### src/lcd_rect_fill_bus_sequencer_macros.svh
// Assertion macros shared by the rectangle-fill bus sequencer RTL.
// Depends on nothing; included by the files that carry assertions.
`ifndef LCD_RECT_FILL_BUS_SEQUENCER_MACROS_SVH
`define LCD_RECT_FILL_BUS_SEQUENCER_MACROS_SVH

// same-cycle implication, checked outside reset
`define LRFBS_ASSERT_NOW(label, clk, rst_n, ante, cons) \
  label: assert property (@(posedge clk) disable iff (!rst_n) (ante) |-> (cons)) \
    else $error("lrfbs assertion failed");

// next-cycle implication, checked outside reset
`define LRFBS_ASSERT_NEXT(label, clk, rst_n, ante, cons) \
  label: assert property (@(posedge clk) disable iff (!rst_n) (ante) |=> (cons)) \
    else $error("lrfbs assertion failed");

`endif

### src/lrfbs_pkg.sv
// Package for the rectangle-fill bus sequencer: word types, codes, constants.
// Depends on nothing; used by every module of the block.
`timescale 1ns / 1ps

package lrfbs_pkg;

  localparam int unsigned CoordW = 10;
  localparam int unsigned WordW  = 16;
  localparam int unsigned StepW  = 4;
  localparam int unsigned CfgIdxW = 2;

  localparam logic [CoordW-1:0] ScreenWidthRst  = 10'd800;
  localparam logic [CoordW-1:0] ScreenHeightRst = 10'd480;

  localparam logic [WordW-1:0] CMD_COLUMN_SET = 16'h002A;
  localparam logic [WordW-1:0] CMD_PAGE_SET   = 16'h002B;
  localparam logic [WordW-1:0] CMD_MEM_WRITE  = 16'h002C;
  localparam logic [WordW-1:0] BYTE_MASK      = 16'h00FF;

  // header sequence positions
  localparam logic [StepW-1:0] HS_COL_CMD   = 4'd0;
  localparam logic [StepW-1:0] HS_LEFT_HI   = 4'd1;
  localparam logic [StepW-1:0] HS_LEFT_LO   = 4'd2;
  localparam logic [StepW-1:0] HS_RIGHT_HI  = 4'd3;
  localparam logic [StepW-1:0] HS_RIGHT_LO  = 4'd4;
  localparam logic [StepW-1:0] HS_PAGE_CMD  = 4'd5;
  localparam logic [StepW-1:0] HS_TOP_HI    = 4'd6;
  localparam logic [StepW-1:0] HS_TOP_LO    = 4'd7;
  localparam logic [StepW-1:0] HS_BOTTOM_HI = 4'd8;
  localparam logic [StepW-1:0] HS_BOTTOM_LO = 4'd9;
  localparam logic [StepW-1:0] HS_MEM_CMD   = 4'd10;
  localparam logic [StepW-1:0] DATA_PHASE   = 4'd11;

  localparam logic [CfgIdxW-1:0] CFG_SCREEN_WIDTH  = 2'd0;
  localparam logic [CfgIdxW-1:0] CFG_SCREEN_HEIGHT = 2'd1;

  typedef enum logic [1:0] {
    FN_START = 2'd0,
    FN_STEP  = 2'd1,
    FN_PIXEL = 2'd2
  } func_e;

  typedef enum logic [1:0] {
    ST_OK    = 2'd0,
    ST_EMPTY = 2'd1,
    ST_BUSY  = 2'd2,
    ST_IDLE  = 2'd3
  } status_e;

  typedef struct packed {
    logic [1:0]       func;
    logic [WordW-1:0] rect_x;
    logic [WordW-1:0] rect_y;
    logic [WordW-1:0] rect_w;
    logic [WordW-1:0] rect_h;
    logic [WordW-1:0] fill_colour;
    logic [WordW-1:0] pixel_in;
  } in_t;

  typedef struct packed {
    logic             bus_valid;
    logic             bus_is_command;
    logic [WordW-1:0] bus_word;
    logic             last;
    logic [1:0]       status;
  } out_t;

  typedef struct packed {
    logic [CoordW-1:0] width;
    logic [CoordW-1:0] height;
  } screen_t;

  typedef struct packed {
    logic             is_cmd;
    logic [WordW-1:0] word;
  } hdr_t;

  function automatic hdr_t header_word(input logic [StepW-1:0]  step,
                                       input logic [CoordW-1:0] left,
                                       input logic [CoordW-1:0] right,
                                       input logic [CoordW-1:0] top,
                                       input logic [CoordW-1:0] bottom);
    hdr_t h;
    h.is_cmd = 1'b0;
    case (step)
      HS_COL_CMD: begin
        h.is_cmd = 1'b1;
        h.word   = CMD_COLUMN_SET;
      end
      HS_LEFT_HI:   h.word = WordW'(left >> 8) & BYTE_MASK;
      HS_LEFT_LO:   h.word = WordW'(left) & BYTE_MASK;
      HS_RIGHT_HI:  h.word = WordW'(right >> 8) & BYTE_MASK;
      HS_RIGHT_LO:  h.word = WordW'(right) & BYTE_MASK;
      HS_PAGE_CMD: begin
        h.is_cmd = 1'b1;
        h.word   = CMD_PAGE_SET;
      end
      HS_TOP_HI:    h.word = WordW'(top >> 8) & BYTE_MASK;
      HS_TOP_LO:    h.word = WordW'(top) & BYTE_MASK;
      HS_BOTTOM_HI: h.word = WordW'(bottom >> 8) & BYTE_MASK;
      HS_BOTTOM_LO: h.word = WordW'(bottom) & BYTE_MASK;
      default: begin
        h.is_cmd = 1'b1;
        h.word   = CMD_MEM_WRITE;
      end
    endcase
    return h;
  endfunction

endpackage

### src/lrfbs_core.sv
// Input register, window/countdown state and per-word decode of the sequencer.
// Depends on lrfbs_pkg and the assertion macro header.
`timescale 1ns / 1ps
`include "lcd_rect_fill_bus_sequencer_macros.svh"

module lrfbs_core
  import lrfbs_pkg::*;
(
  input  logic    clk_i,
  input  logic    rst_ni,
  input  screen_t screen_i,
  input  logic    in_valid_i,
  output logic    in_stall_o,
  input  in_t     in_data_i,
  input  logic    buf_ready_i,
  output logic    push_o,
  output out_t    res_o
);

  logic              item_vld_q;
  in_t               item_q;
  logic              fire;

  logic [CoordW-1:0] win_left_q, win_left_d;
  logic [CoordW-1:0] win_right_q, win_right_d;
  logic [CoordW-1:0] win_top_q, win_top_d;
  logic [CoordW-1:0] win_bottom_q, win_bottom_d;
  logic [WordW-1:0]  held_colour_q, held_colour_d;
  logic [StepW-1:0]  header_step_q, header_step_d;
  logic [CoordW-1:0] cols_left_q, cols_left_d;
  logic [CoordW-1:0] rows_left_q, rows_left_d;
  logic              busy_q, busy_d;

  logic [WordW:0]    x_end, y_end;
  logic [CoordW-1:0] clip_right, clip_bottom;
  logic              off_screen;
  logic [CoordW-1:0] cols_dec, rows_dec;
  hdr_t              hdr;

  assign fire       = item_vld_q && buf_ready_i;
  assign in_stall_o = item_vld_q && !fire;
  assign push_o     = fire;

  always_ff @(posedge clk_i or negedge rst_ni) begin
    if (!rst_ni) begin
      item_vld_q <= 1'b0;
    end else if (!in_stall_o) begin
      item_vld_q <= in_valid_i;
    end
  end

  always_ff @(posedge clk_i) begin
    if (in_valid_i && !in_stall_o) begin
      item_q <= in_data_i;
    end
  end

  // start decode: reject and clip
  always_comb begin
    off_screen = (item_q.rect_x >= WordW'(screen_i.width))  ||
                 (item_q.rect_y >= WordW'(screen_i.height)) ||
                 (item_q.rect_w == '0) || (item_q.rect_h == '0);
    x_end = {1'b0, item_q.rect_x} + {1'b0, item_q.rect_w};
    y_end = {1'b0, item_q.rect_y} + {1'b0, item_q.rect_h};
    clip_right  = (x_end > (WordW+1)'(screen_i.width))  ? screen_i.width - 1'b1
                                                         : CoordW'(x_end - 1'b1);
    clip_bottom = (y_end > (WordW+1)'(screen_i.height)) ? screen_i.height - 1'b1
                                                         : CoordW'(y_end - 1'b1);
  end

  always_comb begin
    hdr = header_word(header_step_q, win_left_q, win_right_q, win_top_q, win_bottom_q);
    cols_dec = (cols_left_q != '0) ? cols_left_q - 1'b1 : '0;
    rows_dec = (rows_left_q != '0) ? rows_left_q - 1'b1 : '0;
  end

  always_comb begin
    res_o         = '0;
    win_left_d    = win_left_q;
    win_right_d   = win_right_q;
    win_top_d     = win_top_q;
    win_bottom_d  = win_bottom_q;
    held_colour_d = held_colour_q;
    header_step_d = header_step_q;
    cols_left_d   = cols_left_q;
    rows_left_d   = rows_left_q;
    busy_d        = busy_q;
    case (item_q.func)
      FN_START: begin
        if (busy_q) begin
          res_o.status = ST_BUSY;
        end else if (off_screen) begin
          res_o.status = ST_EMPTY;
        end else begin
          res_o.status  = ST_OK;
          win_left_d    = item_q.rect_x[CoordW-1:0];
          win_right_d   = clip_right;
          win_top_d     = item_q.rect_y[CoordW-1:0];
          win_bottom_d  = clip_bottom;
          held_colour_d = item_q.fill_colour;
          header_step_d = HS_COL_CMD;
          cols_left_d   = clip_right - item_q.rect_x[CoordW-1:0] + 1'b1;
          rows_left_d   = clip_bottom - item_q.rect_y[CoordW-1:0] + 1'b1;
          busy_d        = 1'b1;
        end
      end
      FN_PIXEL: begin
        if (busy_q) begin
          res_o.status = ST_BUSY;
        end else begin
          res_o.status    = ST_OK;
          res_o.bus_valid = 1'b1;
          res_o.bus_word  = item_q.pixel_in;
        end
      end
      FN_STEP: begin
        if (!busy_q) begin
          res_o.status = ST_IDLE;
        end else if (header_step_q < DATA_PHASE) begin
          res_o.status         = ST_OK;
          res_o.bus_valid      = 1'b1;
          res_o.bus_is_command = hdr.is_cmd;
          res_o.bus_word       = hdr.word;
          header_step_d        = header_step_q + 1'b1;
        end else begin
          res_o.status    = ST_OK;
          res_o.bus_valid = 1'b1;
          res_o.bus_word  = held_colour_q;
          cols_left_d     = cols_dec;
          if (cols_dec == '0) begin
            rows_left_d = rows_dec;
            if (rows_dec == '0) begin
              res_o.last    = 1'b1;
              busy_d        = 1'b0;
              header_step_d = HS_COL_CMD;
            end else begin
              cols_left_d = win_right_q - win_left_q + 1'b1;
            end
          end
        end
      end
      default: begin
        res_o.status = ST_IDLE;
      end
    endcase
  end

  always_ff @(posedge clk_i or negedge rst_ni) begin
    if (!rst_ni) begin
      win_left_q    <= '0;
      win_right_q   <= '0;
      win_top_q     <= '0;
      win_bottom_q  <= '0;
      held_colour_q <= '0;
      header_step_q <= '0;
      cols_left_q   <= '0;
      rows_left_q   <= '0;
      busy_q        <= 1'b0;
    end else if (fire) begin
      win_left_q    <= win_left_d;
      win_right_q   <= win_right_d;
      win_top_q     <= win_top_d;
      win_bottom_q  <= win_bottom_d;
      held_colour_q <= held_colour_d;
      header_step_q <= header_step_d;
      cols_left_q   <= cols_left_d;
      rows_left_q   <= rows_left_d;
      busy_q        <= busy_d;
    end
  end

  `LRFBS_ASSERT_NOW(a_idle_step_zero, clk_i, rst_ni, !busy_q, header_step_q == HS_COL_CMD)
  `LRFBS_ASSERT_NOW(a_busy_counts_live, clk_i, rst_ni, busy_q,
                    (cols_left_q != '0) && (rows_left_q != '0))
  `LRFBS_ASSERT_NEXT(a_last_ends_fill, clk_i, rst_ni, fire && res_o.last, !busy_q)
  `LRFBS_ASSERT_NOW(a_step_in_range, clk_i, rst_ni, 1'b1, header_step_q <= DATA_PHASE)

endmodule

### src/lrfbs_outbuf.sv
// Two-entry result buffer: output register plus skid entry.
// Depends on lrfbs_pkg and the assertion macro header.
`timescale 1ns / 1ps
`include "lcd_rect_fill_bus_sequencer_macros.svh"

module lrfbs_outbuf
  import lrfbs_pkg::*;
(
  input  logic clk_i,
  input  logic rst_ni,
  input  logic push_i,
  input  out_t push_data_i,
  output logic ready_o,
  output logic out_valid_o,
  input  logic out_stall_i,
  output out_t out_data_o
);

  logic [1:0] cnt_q, cnt_d;
  out_t       head_q, skid_q;
  logic       pop;

  assign ready_o     = (cnt_q != 2'd2);
  assign out_valid_o = (cnt_q != 2'd0);
  assign out_data_o  = head_q;
  assign pop         = out_valid_o && !out_stall_i;

  always_comb begin
    cnt_d = cnt_q;
    case ({push_i, pop})
      2'b10:   cnt_d = cnt_q + 1'b1;
      2'b01:   cnt_d = cnt_q - 1'b1;
      default: cnt_d = cnt_q;
    endcase
  end

  always_ff @(posedge clk_i or negedge rst_ni) begin
    if (!rst_ni) begin
      cnt_q <= 2'd0;
    end else begin
      cnt_q <= cnt_d;
    end
  end

  always_ff @(posedge clk_i) begin
    if (pop) begin
      if (cnt_q == 2'd2) begin
        head_q <= skid_q;
        if (push_i) begin
          skid_q <= push_data_i;
        end
      end else if (push_i) begin
        head_q <= push_data_i;
      end
    end else if (push_i) begin
      if (cnt_q == 2'd0) begin
        head_q <= push_data_i;
      end else begin
        skid_q <= push_data_i;
      end
    end
  end

  `LRFBS_ASSERT_NOW(a_cnt_bound, clk_i, rst_ni, 1'b1, cnt_q <= 2'd2)
  `LRFBS_ASSERT_NOW(a_no_push_full, clk_i, rst_ni, push_i, cnt_q != 2'd2)
  `LRFBS_ASSERT_NEXT(a_head_held, clk_i, rst_ni, out_valid_o && out_stall_i,
                     out_valid_o && (out_data_o == $past(head_q)))

endmodule

### src/lcd_rect_fill_bus_sequencer.sv
// Sequencer that turns start/step/pixel words into 8080-bus writes for a rectangle
// fill: column and page window headers, memory-write command, then the colour words.
// One word in gives one word out; a new word can be taken every cycle unless the input
// stalls. A taken word is held in the input register, and its result is then loaded
// into the result buffer and shown on the output from its head. The two-entry result
// buffer lets the input keep flowing while the output stalls, until both entries are
// full. Screen size registers are written through the cfg port (always ready) and apply
// to later start words.
`timescale 1ns / 1ps

module lcd_rect_fill_bus_sequencer
  import lrfbs_pkg::*;
(
  input  logic               clk_i,
  input  logic               rst_ni,
  input  logic               in_valid_i,
  output logic               in_stall_o,
  input  in_t                in_data_i,
  output logic               out_valid_o,
  input  logic               out_stall_i,
  output out_t               out_data_o,
  input  logic               cfg_valid_i,
  output logic               cfg_ready_o,
  input  logic [CfgIdxW-1:0] cfg_index_i,
  input  logic [CoordW-1:0]  cfg_wdata_i
);

  screen_t screen_q;
  logic    buf_ready;
  logic    push;
  out_t    res;

  assign cfg_ready_o = 1'b1;

  always_ff @(posedge clk_i or negedge rst_ni) begin
    if (!rst_ni) begin
      screen_q.width  <= ScreenWidthRst;
      screen_q.height <= ScreenHeightRst;
    end else if (cfg_valid_i && cfg_ready_o) begin
      case (cfg_index_i)
        CFG_SCREEN_WIDTH:  screen_q.width  <= cfg_wdata_i;
        CFG_SCREEN_HEIGHT: screen_q.height <= cfg_wdata_i;
        default: ;
      endcase
    end
  end

  lrfbs_core u_core (
    .clk_i       (clk_i),
    .rst_ni      (rst_ni),
    .screen_i    (screen_q),
    .in_valid_i  (in_valid_i),
    .in_stall_o  (in_stall_o),
    .in_data_i   (in_data_i),
    .buf_ready_i (buf_ready),
    .push_o      (push),
    .res_o       (res)
  );

  lrfbs_outbuf u_outbuf (
    .clk_i       (clk_i),
    .rst_ni      (rst_ni),
    .push_i      (push),
    .push_data_i (res),
    .ready_o     (buf_ready),
    .out_valid_o (out_valid_o),
    .out_stall_i (out_stall_i),
    .out_data_o  (out_data_o)
  );

endmodule

### config.mk
export PLATFORM = sky130hd
export DESIGN_NAME = lcd_rect_fill_bus_sequencer
export DESIGN_NICKNAME = d
export VERILOG_FILES = /design/src/lrfbs_pkg.sv /design/src/lrfbs_core.sv /design/src/lrfbs_outbuf.sv /design/src/lcd_rect_fill_bus_sequencer.sv
export VERILOG_INCLUDE_DIRS = /design/src /design/src/src
export SDC_FILE = /design/constraint.sdc
export NUM_CORES = 1
export LEC_CHECK = 0
export BUFFER_PORTS_ARGS = -buffer_cell sky130_fd_sc_hd__buf_4
export CORE_ASPECT_RATIO = 0.7
export CORE_MARGIN = 5
export CORE_UTILIZATION = 40
export CTS_BUF_LIST = sky130_fd_sc_hd__clkbuf_16
export CTS_CLUSTER_DIAMETER = 30
export DETAILED_ROUTE_END_ITERATION = 7
export GPL_TIMING_DRIVEN = 0
export PLACE_DENSITY = 0.7
export SLEW_MARGIN = 10
export SYNTH_ARGS = -nofsm -noshare
export SYNTH_HDL_FRONTEND = slang
export SYNTH_HIERARCHICAL = 1
export SYNTH_SLANG_ARGS = --single-unit
### constraint.sdc
create_clock -name clk_i -period 6 [get_ports clk_i]
set_clock_uncertainty 0.05 [all_clocks]
set_input_delay 1.5 -clock clk_i [delete_from_list [all_inputs] [get_ports clk_i]]
set_output_delay 1.5 -clock clk_i [all_outputs]
set_load 0.03 [all_outputs]
== Yosys cells after proc, flatten, opt, wreduce, memory -nomap -nowiden ==
Cells that the tools add are included.

* Memory bits (writable): 0
* Memory bits (read-only): 0
* Memories: 0
* Bits in latches: 0
* Output and inout bits: 24
* Input bits: 115
* Register bits: 244
* Word-level logic and storage cells: 176

* Add/sub/neg operators: 17
* $lt $le $gt $ge: 5
* Eq/ne operators: 26
* Mux-type cells: 60
* Shift-type cells: 0
* Reductions and logical operators: 36
* $mul: 0
* Divide/modulo/power cells: 0
* Bitwise gates (word level): 2

{| class="wikitable"
|+ Operator list
! cell !! count
|-
| 21-bit two-way mux || 9
|-
| 10-bit two-way mux || 15
|-
| 8-bit one-hot mux with 10 select lines || 1
|-
| 10-bit by 1-bit subtractor with 10-bit output, second input constant || 6
|-
| 10-bit one-hot mux with 2 select lines || 2
|-
| 16-bit by 16-bit adder with 17-bit output || 2
|-
| 17-bit by 10-bit greater-than comparator with 1-bit output || 2
|-
| 16-bit by 10-bit >= comparator with 1-bit output || 2
|-
| 16-bit logical NOT || 2
|-
| 16-bit two-way mux || 2
|-
| 16-bit one-hot mux with 2 select lines || 1
|-
| 10-bit by 1-bit adder with 10-bit output, second input constant || 3
|-
| 10-bit subtractor || 3
|-
| 4-bit two-way mux || 6
|-
| 10-bit logical NOT || 2
|-
| 10-bit nonzero test || 2
|-
| 19-bit two-way mux || 1
|-
| 4-bit by 3-bit equality test with 1-bit output, second input constant || 4
|-
| 1-bit two-way mux || 15
|-
| 7-bit AND reduction || 2
|-
| 2-bit != test, second input constant || 6
|-
| 2-bit nonzero test || 6
|-
| 4-bit by 2-bit equality test with 1-bit output, second input constant || 2
|-
| 4-bit equality test, second input constant || 2
|-
| 25 further kinds || 48
|}

== Logic depth before layout (Yosys ltp) ==
Gate-level depths: netlist of run 1.

* Depth after elaboration: 11
* Mapped depth: 33

== Hierarchy ==
Netlist of run 1, hierarchy kept.

{| class="wikitable"
|+ Modules (own cells, without submodules)
! module !! instances !! cells each !! area an instance (um^2)
|-
| lrfbs_core || 1 || 1340 || 12712.2
|-
| lrfbs_outbuf || 1 || 86 || 1800.5
|-
| lcd_rect_fill_bus_sequencer || 1 || 46 || 825.8
|}

== Worst setup path before layout of run 1 ==
No wires, ideal clock.

* Kind: reg-to-reg
* Start: reg u_core/item_q[82] in the netlist's numbering
* End: reg u_core.cols_left_q[9]
* Path slack: -667 ps
* Buffers on the path: 1
* Period minus slack after synthesis: 6667 ps
* Data arrival time: 6494 ps
* Stages on the path, launching flop included: 31
* Library setup time: 123 ps
* Cells stage by stage: edfxtp_1 > ha_1 > a21oi_1 > a21oi_1 > or2_2 > o41a_1 > and2_1 > ha_1 > nand4_1 > or3_1 > o2111ai_1 > a32oi_1 > o2111a_1 > nand4_1 > clkbuf_1 > nor2_1 > a21oi_1 > ha_1 > ha_1 > inv_1 > ha_1 > fa_1 > a21o_1 > a21oi_1 > o21bai_1 > a2111oi_0 > nor3_1 > xnor2_1 > or3b_2 > mux2i_1 > nor3_1

* Word-level cells in the longest chain between the ends: 8
* Elaborated cells between the ends (all ways): 15
* Those cells by class: add/sub: 4; order compare: 2; eq/ne: 1; mux: 4; reduce/logical: 4

{| class="wikitable"
|+ RTL lines
! item !! RTL line !! source
|-
| start: declaration || lrfbs_core.sv:21 || <nowiki>in_t item_q;</nowiki>
|-
| start signal: assignment || lrfbs_core.sv:54 || <nowiki>item_q <= in_data_i;</nowiki>
|-
| 16-bit by 16-bit adder with 17-bit output || lrfbs_core.sv:63 || <nowiki>x_end = {1'b0, item_q.rect_x} + {1'b0, item_q.rect_w};</nowiki>
|-
| 17-bit by 10-bit greater-than comparator with 1-bit output || lrfbs_core.sv:65 || <nowiki>clip_right = (x_end > (WordW+1)'(screen_i.width)) ? screen_i.width - 1'b1</nowiki>
|-
| 10-bit two-way mux || lrfbs_core.sv:65 ||
|-
| via u_core.clip_right[0] || lrfbs_core.sv:35 || <nowiki>logic [CoordW-1:0] clip_right, clip_bottom;</nowiki>
|-
| 10-bit subtractor || lrfbs_core.sv:102 || <nowiki>cols_left_d = clip_right - item_q.rect_x[CoordW-1:0] + 1'b1;</nowiki>
|-
| 10-bit by 1-bit adder with 10-bit output || lrfbs_core.sv:102 ||
|-
| 10-bit two-way mux || lrfbs_core.sv:92 || <nowiki>end else if (off_screen) begin</nowiki>
|-
| 10-bit two-way mux || lrfbs_core.sv:90 || <nowiki>if (busy_q) begin</nowiki>
|-
| 10-bit one-hot mux with 2 select lines || lrfbs_core.sv:88 || <nowiki>case (item_q.func)</nowiki>
|-
| end signal: assignment || lrfbs_core.sv:166 || <nowiki>cols_left_q <= cols_left_d;</nowiki>
|-
| end: declaration || lrfbs_core.sv:30 || <nowiki>logic [CoordW-1:0] cols_left_q, cols_left_d;</nowiki>
|}

The timed path passes the listed nets, and every way through them passes these cells. The select of a mux whose other input is x is not followed.
A chain may end at the register's enable or synchronous reset.

== Worst setup path in the final report of run 1 ==
* Start: reg u_core/item_q[32] in the netlist's numbering
* End: reg u_core.rows_left_q[9]

* Word-level cells in the longest chain between the ends: 8
* Elaborated cells between the ends (all ways): 13
* Those cells by class: add/sub: 4; order compare: 1; eq/ne: 1; mux: 4; reduce/logical: 3

{| class="wikitable"
|+ RTL lines
! item !! RTL line !! source
|-
| 16-bit by 16-bit adder with 17-bit output * || lrfbs_core.sv:64 || <nowiki>y_end = {1'b0, item_q.rect_y} + {1'b0, item_q.rect_h};</nowiki>
|-
| 17-bit by 10-bit greater-than comparator with 1-bit output or 10-bit by 1-bit subtractor with 10-bit output (tied branches) || lrfbs_core.sv:67, lrfbs_core.sv:68 ||
|-
| 10-bit two-way mux * || lrfbs_core.sv:67 || <nowiki>clip_bottom = (y_end > (WordW+1)'(screen_i.height)) ? screen_i.height - 1'b1</nowiki>
|-
| via u_core.clip_bottom[0] || lrfbs_core.sv:35 ||
|-
| 10-bit subtractor * || lrfbs_core.sv:103 || <nowiki>rows_left_d = clip_bottom - item_q.rect_y[CoordW-1:0] + 1'b1;</nowiki>
|-
| 10-bit by 1-bit adder with 10-bit output * || lrfbs_core.sv:103 ||
|-
| 10-bit two-way mux * || lrfbs_core.sv:92 ||
|-
| 10-bit two-way mux * || lrfbs_core.sv:90 ||
|-
| 10-bit one-hot mux with 2 select lines * || lrfbs_core.sv:88 ||
|-
| end signal: assignment || lrfbs_core.sv:167 || <nowiki>rows_left_q <= rows_left_d;</nowiki>
|-
| end: declaration || lrfbs_core.sv:31 || <nowiki>logic [CoordW-1:0] rows_left_q, rows_left_d;</nowiki>
|}

Mark *: on every way through the listed nets, which the timed path passes. The rest lies on a longest branch. The select of a mux whose other input is x is not followed.

==> results of run 1 <==
==> per-layer routing <==
layer / up-vias / global-route usage [%]
li1: 5907 / -
met1: 6190 / 27.9
met2: 397 / 30.9
met3: 87 / 3.68
met4: 0 / 6.39
met5: - / 0
==> cell families (layout without fill, tap and decap cells) <==
logic type / Yosys count / in the layout / share of synthesized area (%)
buffers and inverters: 162 / 455 / 4.83
and+or+nand+nor: 440 / 440 / 14.4
adders and majority gates: 141 / 141 / 11.7
AOI/OAI and AO/OA: 336 / 336 / 14.3
xor gates and xnor gates: 74 / 74 / 4.23
muxes: 74 / 74 / 6.03
other: 1 / 1 / 0.0244
DFF: 244 / 244 / 44.4
==> power by group through the flow <==
stage	Combinational [mW]	Sequential (mW)	Clock, mW
CTS	2.68	2.21	2.74
global route	3.20	2.23	2.83
finish	2.95	2.21	2.68
detailed placement	2.33	2.25	0
global placement	2.22	2.27	0
floorplan	1.57	2.31	0
==> per-stage QoR <==
stage / setup TNS (ns) / total power, mW
2_1_floorplan: -0.243 / 3.88
3_3_place_gp: -5.67 / 4.49
3_5_place_dp: -6.99 / 4.58
4_1_cts: -0.705 / 7.63
5_1_grt: -3.84 / 8.27
6_report: -2.00 / 7.85
==> sequential cells by signal (all words and copies together), names as in the netlist, 16 cells and up <==
name                  cells
u_outbuf/skid_q          21
u_core/item_q            98
u_core/held_colour_q     16
screen_q                 20
u_outbuf/out_data_o      21
==> layout make-up <==
cell class / instances / share of cell area (%)
timing repair buffer: 205 / 7.85
clock inverter: 42 / 2.04
sequential: 244 / 33.9
tap: 496 / 3.09
inverter: 104 / 1.96
clock buffer: 50 / 6.23
buffer: 54 / 1.82
multi-input combinational: 1066 / 43.1
==> repair_timing <==
item / CTS / global route
pin swaps: 54 / 58
resized for setup: 57 / 53
endpoints found under the setup margin: 13 / 11
setup buffers: 50 / 15
==> worst max-delay path, delay by kind of cell, from the launching register on <==
family | cells | cell delay (ns)
muxes | 3 | 0.55
adders and majority gates | 6 | 1.62
xor gates and xnor gates | 2 | 0.33
buffers and inverters | 3 | 0.39
AOI/OAI and AO/OA | 7 | 1.38
and+or+nand+nor | 11 | 1.79
DFF | 1 | 0.39
==> synth_stat cells, drive strengths merged, types with 7 or more instances <==
cell type	count	share of area, %
a2111oi	7	0.40
a211o	9	0.51
a21o	15	0.74
a21oi	96	3.2
a222oi	8	0.52
a22oi	17	0.83
a31oi	11	0.49
and2	10	0.42
and3	13	0.54
buf	11	0.73
clkbuf	46	1.3
dfrtp	97	16
dfstp	7	1.2
edfxtp	140	27
ha	136	11
inv	102	2.5
mux2	57	4.9
mux2i	17	1.1
nand2	157	3.8
nand2b	16	0.70
nand3	22	0.72
nand4	19	0.77
nor2	73	1.9
nor2b	24	1.0
nor3	36	1.2
nor4	23	0.94
o211ai	10	0.49
o21a	10	0.49
o21ai	84	2.7
o21bai	8	0.39
or2	13	0.53
or3	11	0.46
xnor2	51	2.9
xor2	23	1.3
==> final timing paths <==
kind | depth (start not counted) | to | from
max in group asynchronous | 1 | u_core/held_colour_q[10] | rst_ni
min reg2reg | 2 | u_core/held_colour_q[5] | u_core/item_q[21]
max | 32 | u_core/rows_left_q[9] | u_core/item_q[32]
max reg2reg | 32 | u_core/rows_left_q[9] | u_core/item_q[32]
min | 2 | u_core/held_colour_q[5] | u_core/item_q[21]
min in group asynchronous | 1 | u_core/rows_left_q[6] | rst_ni
==> Implementation_results.wiki, run 1 <==
{| class="wikitable"
! Metric !! Value
|-
| Status || finished, violations left
|-
| Violations in the final reports || negative setup slack
|-
| Cell repeated most along the worst path || sky130_fd_sc_hd__ha_4
|-
| Period utilization || 110%
|-
| Fillcell total || 3295
|-
| Standard cell with the maximum stage delay on the critical path || sky130_fd_sc_hd__edfxtp_1
|-
| Number of nets produced by synthesis || 1728
|-
| Crit path largest cell delay || 0.39 ns
|-
| Die W || 244 um
|-
| RD Place Congestion || 0.927
|-
| Worst setup EP type || flip-flop
|-
| Post-synthesis instance area || 0.0153 mm^2
|-
| Utilization of the core after routing || 52.6%
|-
| Max Buffers Root-to-Sink || 3
|-
| Highest net fanout along the worst path || 4
|-
| Post-detail-place hpwl || 31.4 mm
|-
| Final Setup Violations || 7
|-
| Count of antenna diodes in the layout || 0
|-
| Fraction of final layout cells with drive strength greater than 1 || 29.1%
|-
| Count of pins on the block boundary || 139
|-
| Overall fraction of global-route tracks in use || 19.8%
|-
| Relative slew margins || 32.5%
|-
| Root Buffer Master || sky130_fd_sc_hd__clkbuf_16
|-
| Most common flop cell mapped by yosys || sky130_fd_sc_hd__edfxtp_1
|-
| Final setup slack of the worst path || -0.589 ns
|-
| Number of buffer cells added on primary ports || 137
|-
| Gate Count Post-Synth || 1472
|-
| Overflow left after global routing || 0
|-
| Top achievable clock speed || 152 MHz
|-
| Effective utilization at floorplan || 40.2%
|-
| Number of maximum-capacitance constraint violations || 0
|-
| Routed length on met2 || 19.6 mm
|-
| Site row count || 60
|-
| First drt pass iteration count || 5
|-
| Iteration-0 DRC Markers || 1135
|-
| Non-Filler Cell Area, Final || 0.0201 mm^2
|-
| Footprint of the multi-input gates || 0.00865 mm^2
|-
| Largest net degree at the start of global routing || 105
|-
| Total routed wire length on the met1 layer || 19.8 mm
|-
| Number of cells in the finished layout apart from fillers || 2261
|-
| Number of buffers inserted during clock tree synthesis || 49
|-
| Area added between synthesis and finish || 30.9%
|-
| Clock-pin slew reported for the worst setup and hold paths after clock tree synthesis || 0.05 ns
|-
| Core outline area || 0.0381 mm^2
|-
| Pwr Density || 391 mW/mm^2
|-
| WP data arrival || 7.04 ns
|-
| Worst hold-check slack || 0.375 ns
|-
| Commonest non-fill, non-tap cell in the layout || sky130_fd_sc_hd__buf_4
|-
| Die Span Y || 174 um
|-
| Post-Place Cells || 2109
|-
| Power share of the sequential group || 28.2%
|-
| Area used by sequential logic in the layout || 0.00682 mm^2
|-
| Critical path startpoint category || flip-flop
|-
| Hold Path Class || flip-flop to flip-flop
|-
| Category of the critical setup timing path || flip-flop to flip-flop
|-
| Share of power burned in combinational logic || 37.6%
|-
| Count of final max-slew check failures || 0
|-
| Clock network fraction of total power || 34.2%
|-
| Place WS || -1.37 ns
|-
| DRT Wirelength || 43.3 mm
|-
| H-tree levels || 2
|-
| Number of antenna-violating nets in the routed design || 0
|-
| Via count of the first global-routing pass || 12600
|-
| Count of nets after finishing || 1980
|-
| Pin slew with the least headroom to its limit || 1.01 ns
|-
| Detailed-routed wire length on met3 || 2.68 mm
|-
| CTS Hold Buffers Added || 0
|-
| Total number of clock tree sinks || 244
|-
| Internal power contribution || 5.13 mW
|-
| Yosys reg bits || 244
|-
| Slack of the worst reg-to-reg path || -0.59 ns
|-
| Via-to-Cell Ratio || 5.56
|-
| Net switching power || 2.72 mW
|-
| Die footprint || 0.0424 mm^2
|-
| Switching share of power || 34.6%
|-
| Average wire per standard cell || 19.2 um
|-
| Global-route wire length before repair || 67.9 mm
|-
| Number of distinct library cell variants in the gate-level netlist after synthesis || 96
|-
| Clock tree from TritonCTS || built
|-
| Number of vias in the routed layout || 12600
|-
| Cell leakage power || 8.67 nW
|-
| Commonest cells after routing, fill and taps aside || sky130_fd_sc_hd__buf_4, sky130_fd_sc_hd__nand2_1, sky130_fd_sc_hd__edfxtp_1
|-
| Clock latency reported for the late side of the worst-skew pair || 0.57 ns
|-
| Sequential share of the synthesized area || 44.4%
|-
| Final Hold Viols || 0
|-
| Number of antenna violations at the first check in global routing || 0
|-
| Placed cell areas || 0.0173 mm^2
|-
| Peak supply drop || 240 uV
|-
| Setup repair after global routing missed its margin || yes
|-
| Number of warnings printed during yosys synthesis || 6
|-
| Average instance area after synthesis || 10.4 um^2
|-
| Post-synth ARST share || 42.6%
|-
| Number of remaining DRC errors || 0
|-
| Highest routing layer actually used || met4
|-
| Required time of the critical path || 6.45 ns
|-
| Number of flops mapped to enable cells by yosys || 140
|-
| Minimum period implied by the final worst setup slack || 6.59 ns
|}
(Power assumes the default switching activity.)
==> run 2, diff against run 1 <==
--- a/config.mk
+++ b/config.mk
@@ -6,6 +6,7 @@
 export SDC_FILE = /design/constraint.sdc
 export NUM_CORES = 1
 export LEC_CHECK = 0
+export ABC_AREA = 1
 export BUFFER_PORTS_ARGS = -buffer_cell sky130_fd_sc_hd__buf_4
 export CORE_ASPECT_RATIO = 0.7
 export CORE_MARGIN = 5
==> run 2 against run 1 <==
Effect of this change:
- clock-buffer cell count increased by 4
- critical path type unchanged
- final area shrank 0.74%
- via count grew 6.5%
- sequential share of layout area is 0.25 points higher
- non-clock buffer count decreased by 32
- fmax increased by 11%
- critical endpoint unchanged
- power up 4.1%
- flip-flop and latch count is the same
- the run now ends clean
- setup slack improved by 0.67 ns
- first-iteration DRC count is 4.8% lower
==> Implementation_results.wiki, run 2 <==
{| class="wikitable"
! Metric !! Value
|-
| Status || completed
|-
| Gate Count Post-Synth || 1850
|-
| Max Buffers Root-to-Sink || 3
|-
| First drt pass iteration count || 6
|-
| Critical path startpoint category || flip-flop
|-
| Post-synth ARST share || 42.6%
|-
| Overall fraction of global-route tracks in use || 19.1%
|-
| Final Hold Viols || 0
|-
| Top achievable clock speed || 169 MHz
|-
| Pin slew with the least headroom to its limit || 1.02 ns
|-
| Total chip power || 8.17 mW
|-
| Number of flops mapped to enable cells by yosys || 140
|-
| DRT Wirelength || 42.5 mm
|-
| Top cell types by occurrence after synthesis || sky130_fd_sc_hd__nand2_1, sky130_fd_sc_hd__inv_1, sky130_fd_sc_hd__edfxtp_1
|-
| Logic depth of the worst path, buffers included || 44
|-
| Cell depth of the worst flop-to-flop path || 44
|-
| Post-detail-place hpwl || 31.5 mm
|-
| Most frequent cell after synthesis || sky130_fd_sc_hd__nand2_1
|-
| Worst flop-to-flop path startpoint || u_core/item_q[32]
|-
| Die Span Y || 174 um
|-
| Yosys reg bits || 244
|-
| Cells on Worst Hold Path || 2
|-
| Relative slew margins || 32.2%
|-
| Clock-pin slew reported for the worst setup and hold paths after clock tree synthesis || 0.05 ns
|-
| Number of warnings printed during yosys synthesis || 6
|-
| Commonest cells after routing, fill and taps aside || sky130_fd_sc_hd__nand2_1, sky130_fd_sc_hd__inv_1, sky130_fd_sc_hd__buf_4
|-
| Count of antenna diodes in the layout || 0
|-
| Ranking of synthesized cells by area || sky130_fd_sc_hd__edfxtp_1, sky130_fd_sc_hd__dfrtp_1, sky130_fd_sc_hd__nand2_1
|-
| Global-route wire length before repair || 66.8 mm
|-
| Pwr Density || 410 mW/mm^2
|-
| Root Buffer Master || sky130_fd_sc_hd__clkbuf_16
|-
| Period utilization || 98.6%
|-
| Site row count || 60
|-
| Overflow left after global routing || 0
|-
| Minimum period implied by the final worst setup slack || 5.92 ns
|-
| Post-synthesis instance area || 0.0154 mm^2
|-
| Count of nets after finishing || 2352
|-
| Place WS || -0.387 ns
|-
| Dominant cell type by area after synthesis || sky130_fd_sc_hd__edfxtp_1
|-
| Core outline area || 0.0382 mm^2
|-
| Setup repair after global routing missed its margin || yes
|-
| Most common flop cell mapped by yosys || sky130_fd_sc_hd__edfxtp_1
|-
| Count of final max-slew check failures || 0
|-
| Max reg flops || 98
|-
| Crit path largest cell delay || 0.42 ns
|-
| Count of pins on the block boundary || 139
|-
| WP data arrival || 6.29 ns
|-
| Launch instance of the worst min-delay path || u_core/item_q[20]
|-
| Iteration-0 DRC Markers || 1080
|-
| Number of antenna violations at the first check in global routing || 0
|-
| Via-to-Cell Ratio || 5.09
|-
| Fraction of final layout cells with drive strength greater than 1 || 21.4%
|-
| Effective utilization at floorplan || 40.3%
|-
| Area share of the largest cell type after synthesis || 27.3%
|-
| Critical register-to-register path endpoint || u_core/rows_left_q[9]
|-
| Die footprint || 0.0425 mm^2
|-
| Final setup slack of the worst path || 0.0822 ns
|-
| Area added between synthesis and finish || 29.5%
|-
| Family of cells with the greatest summed delay on the critical path || simple AND/OR/NAND/NOR gates
|-
| Largest register by flop count || u_core/item_q
|-
| Number of distinct library cell variants in the gate-level netlist after synthesis || 57
|-
| Hold Path Class || flip-flop to flip-flop
|-
| Clock tree from TritonCTS || built
|-
| Average instance area after synthesis || 8.32 um^2
|-
| Clock latency reported for the late side of the worst-skew pair || 0.56 ns
|-
| Sequential share of the synthesized area || 44.3%
|-
| Largest net degree at the start of global routing || 105
|-
| Required time of the critical path || 6.37 ns
|-
| Standard cell with the maximum stage delay on the critical path || sky130_fd_sc_hd__fa_2
|-
| Peak supply drop || 229 uV
|-
| Number of vias in the routed layout || 13400
|-
| Slack of the worst reg-to-reg path || 0.08 ns
|-
| Number of buffer cells added on primary ports || 137
|-
| Final Setup Violations || 0
|-
| Die W || 244 um
|-
| Fillcell total || 3414
|-
| Buf+Inv Stages, Crit Path || 5
|-
| Endpoint, Worst Hold || u_core/held_colour_q[4]
|-
| Number of maximum-capacitance constraint violations || 0
|-
| Average wire per standard cell || 16.1 um
|-
| Total number of clock tree sinks || 244
|-
| Highest net fanout along the worst path || 5
|-
| Number of buffers inserted during clock tree synthesis || 52
|-
| Cell repeated most along the worst path || sky130_fd_sc_hd__nand2_1
|-
| Cell leakage power || 9.60 nW
|-
| Number of remaining DRC errors || 0
|-
| H-tree levels || 2
|-
| Commonest non-fill, non-tap cell in the layout || sky130_fd_sc_hd__nand2_1
|-
| Category of the critical setup timing path || flip-flop to flip-flop
|-
| Via count of the first global-routing pass || 13000
|-
| RD Place Congestion || 0.921
|-
| Number of antenna-violating nets in the routed design || 0
|-
| Worst setup EP type || flip-flop
|-
| Number of nets produced by synthesis || 2106
|}
run 2: changes by cell type after synthesis, moves of 15 or more:
| cell | change |
|---|---|
| sky130_fd_sc_hd__nand2_1 | +406 |
| sky130_fd_sc_hd__inv_1 | +151 |
| sky130_fd_sc_hd__nand3_1 | +77 |
| sky130_fd_sc_hd__nor2_1 | +46 |
| sky130_fd_sc_hd__xnor2_1 | -35 |
| sky130_fd_sc_hd__mux2_4 | -30 |
| sky130_fd_sc_hd__mux2_2 | -26 |
| sky130_fd_sc_hd__nor2b_1 | -23 |
| sky130_fd_sc_hd__nor3_1 | -23 |
| sky130_fd_sc_hd__clkbuf_1 | -22 |
| sky130_fd_sc_hd__mux2i_1 | -17 |
| sky130_fd_sc_hd__xor2_1 | +17 |
| sky130_fd_sc_hd__nand2b_1 | -15 |
run 2: cell type report:
class | count | area, um^2 | area share, %
Multi-Input combinational cell | 1309 | 7980 | 40.0
Sequential cell | 244 | 6820 | 34.2
Timing Repair Buffer | 192 | 1510 | 7.60
Clock buffer | 54 | 1350 | 6.78
Inverter | 262 | 983 | 4.93
Tap cell | 496 | 621 | 3.11
Clock inverter | 44 | 468 | 2.35
Buffer | 35 | 199 | 0.998
run 2: power by group:
group | internal [mW] | switching (mW)
clock | 1.95 | 0.973
sequential | 2.12 | 0.184
combinational | 1.15 | 1.79
total | 5.22 | 2.95
run 2: repair_timing:
action                     4_1_cts  5_1_grt
pin swaps                        7       60
hold endpoints to repair         0        0
hold buffers                     0        0
resized for setup               23       93
setup buffers                   12       38
setup endpoints to repair        6        8
run 2: routing by layer:
| layer | GRT usage [%] | share of wire, % |
|---|---|---|
| met5 | 0 | 0 |
| met4 | 5.26 | 2.4 |
| met1 | 27.7 | 46 |
| met2 | 30.0 | 45 |
| met3 | 3.07 | 5.8 |
run 2: worst max path at each step:
stage	to	from	slack, ns
after floorplan	u_core/rows_left_q[9]	u_core/item_q[32]	0.69
after CTS	u_core/rows_left_q[9]	u_core/item_q[70]	0.008
after detailed placement	u_core/cols_left_q[8]	u_core/item_q[80]	-0.39
after global placement	u_core/cols_left_q[8]	u_core/item_q[80]	-0.31
final	u_core/rows_left_q[9]	u_core/item_q[32]	0.08
after global routing	u_core/rows_left_q[9]	u_core/item_q[32]	-0.34
run 2: worst reg2reg max path, delay by kind of cell (launching register included):
kind	cells	cell delay (ns)
and+or+nand+nor	28	2.54
adders and majority gates	6	1.78
xor gates and xnor gates	2	0.41
DFF	1	0.35
AOI/OAI and AO/OA	3	0.36
buffers and inverters	5	0.28
run 2: kinds of logic (layout without fill, tap and decap cells):
family	Yosys count	after routing	synth area share, %
other	1	1	0.0244
and+or+nand+nor	891	891	24.9
DFF	244	244	44.3
AOI/OAI and AO/OA	220	220	8.25
adders and majority gates	141	141	11.7
buffers and inverters	297	587	7.64
xor gates and xnor gates	56	56	3.19
run 2: through the flow:
stage	hold WS (ns)	TNS [ns]	cells	utilization [%]	area (um^2)
after floorplan	0.375	0	1850	-	15400
after global placement	0.385	-0.578	2483	44.6	17000
after global routing	0.415	-0.951	2636	52.2	19900
final	0.393	0	2636	52.2	19900
after CTS	0.394	0	2598	50.2	19200
after detailed placement	0.388	-0.971	2488	44.9	17100
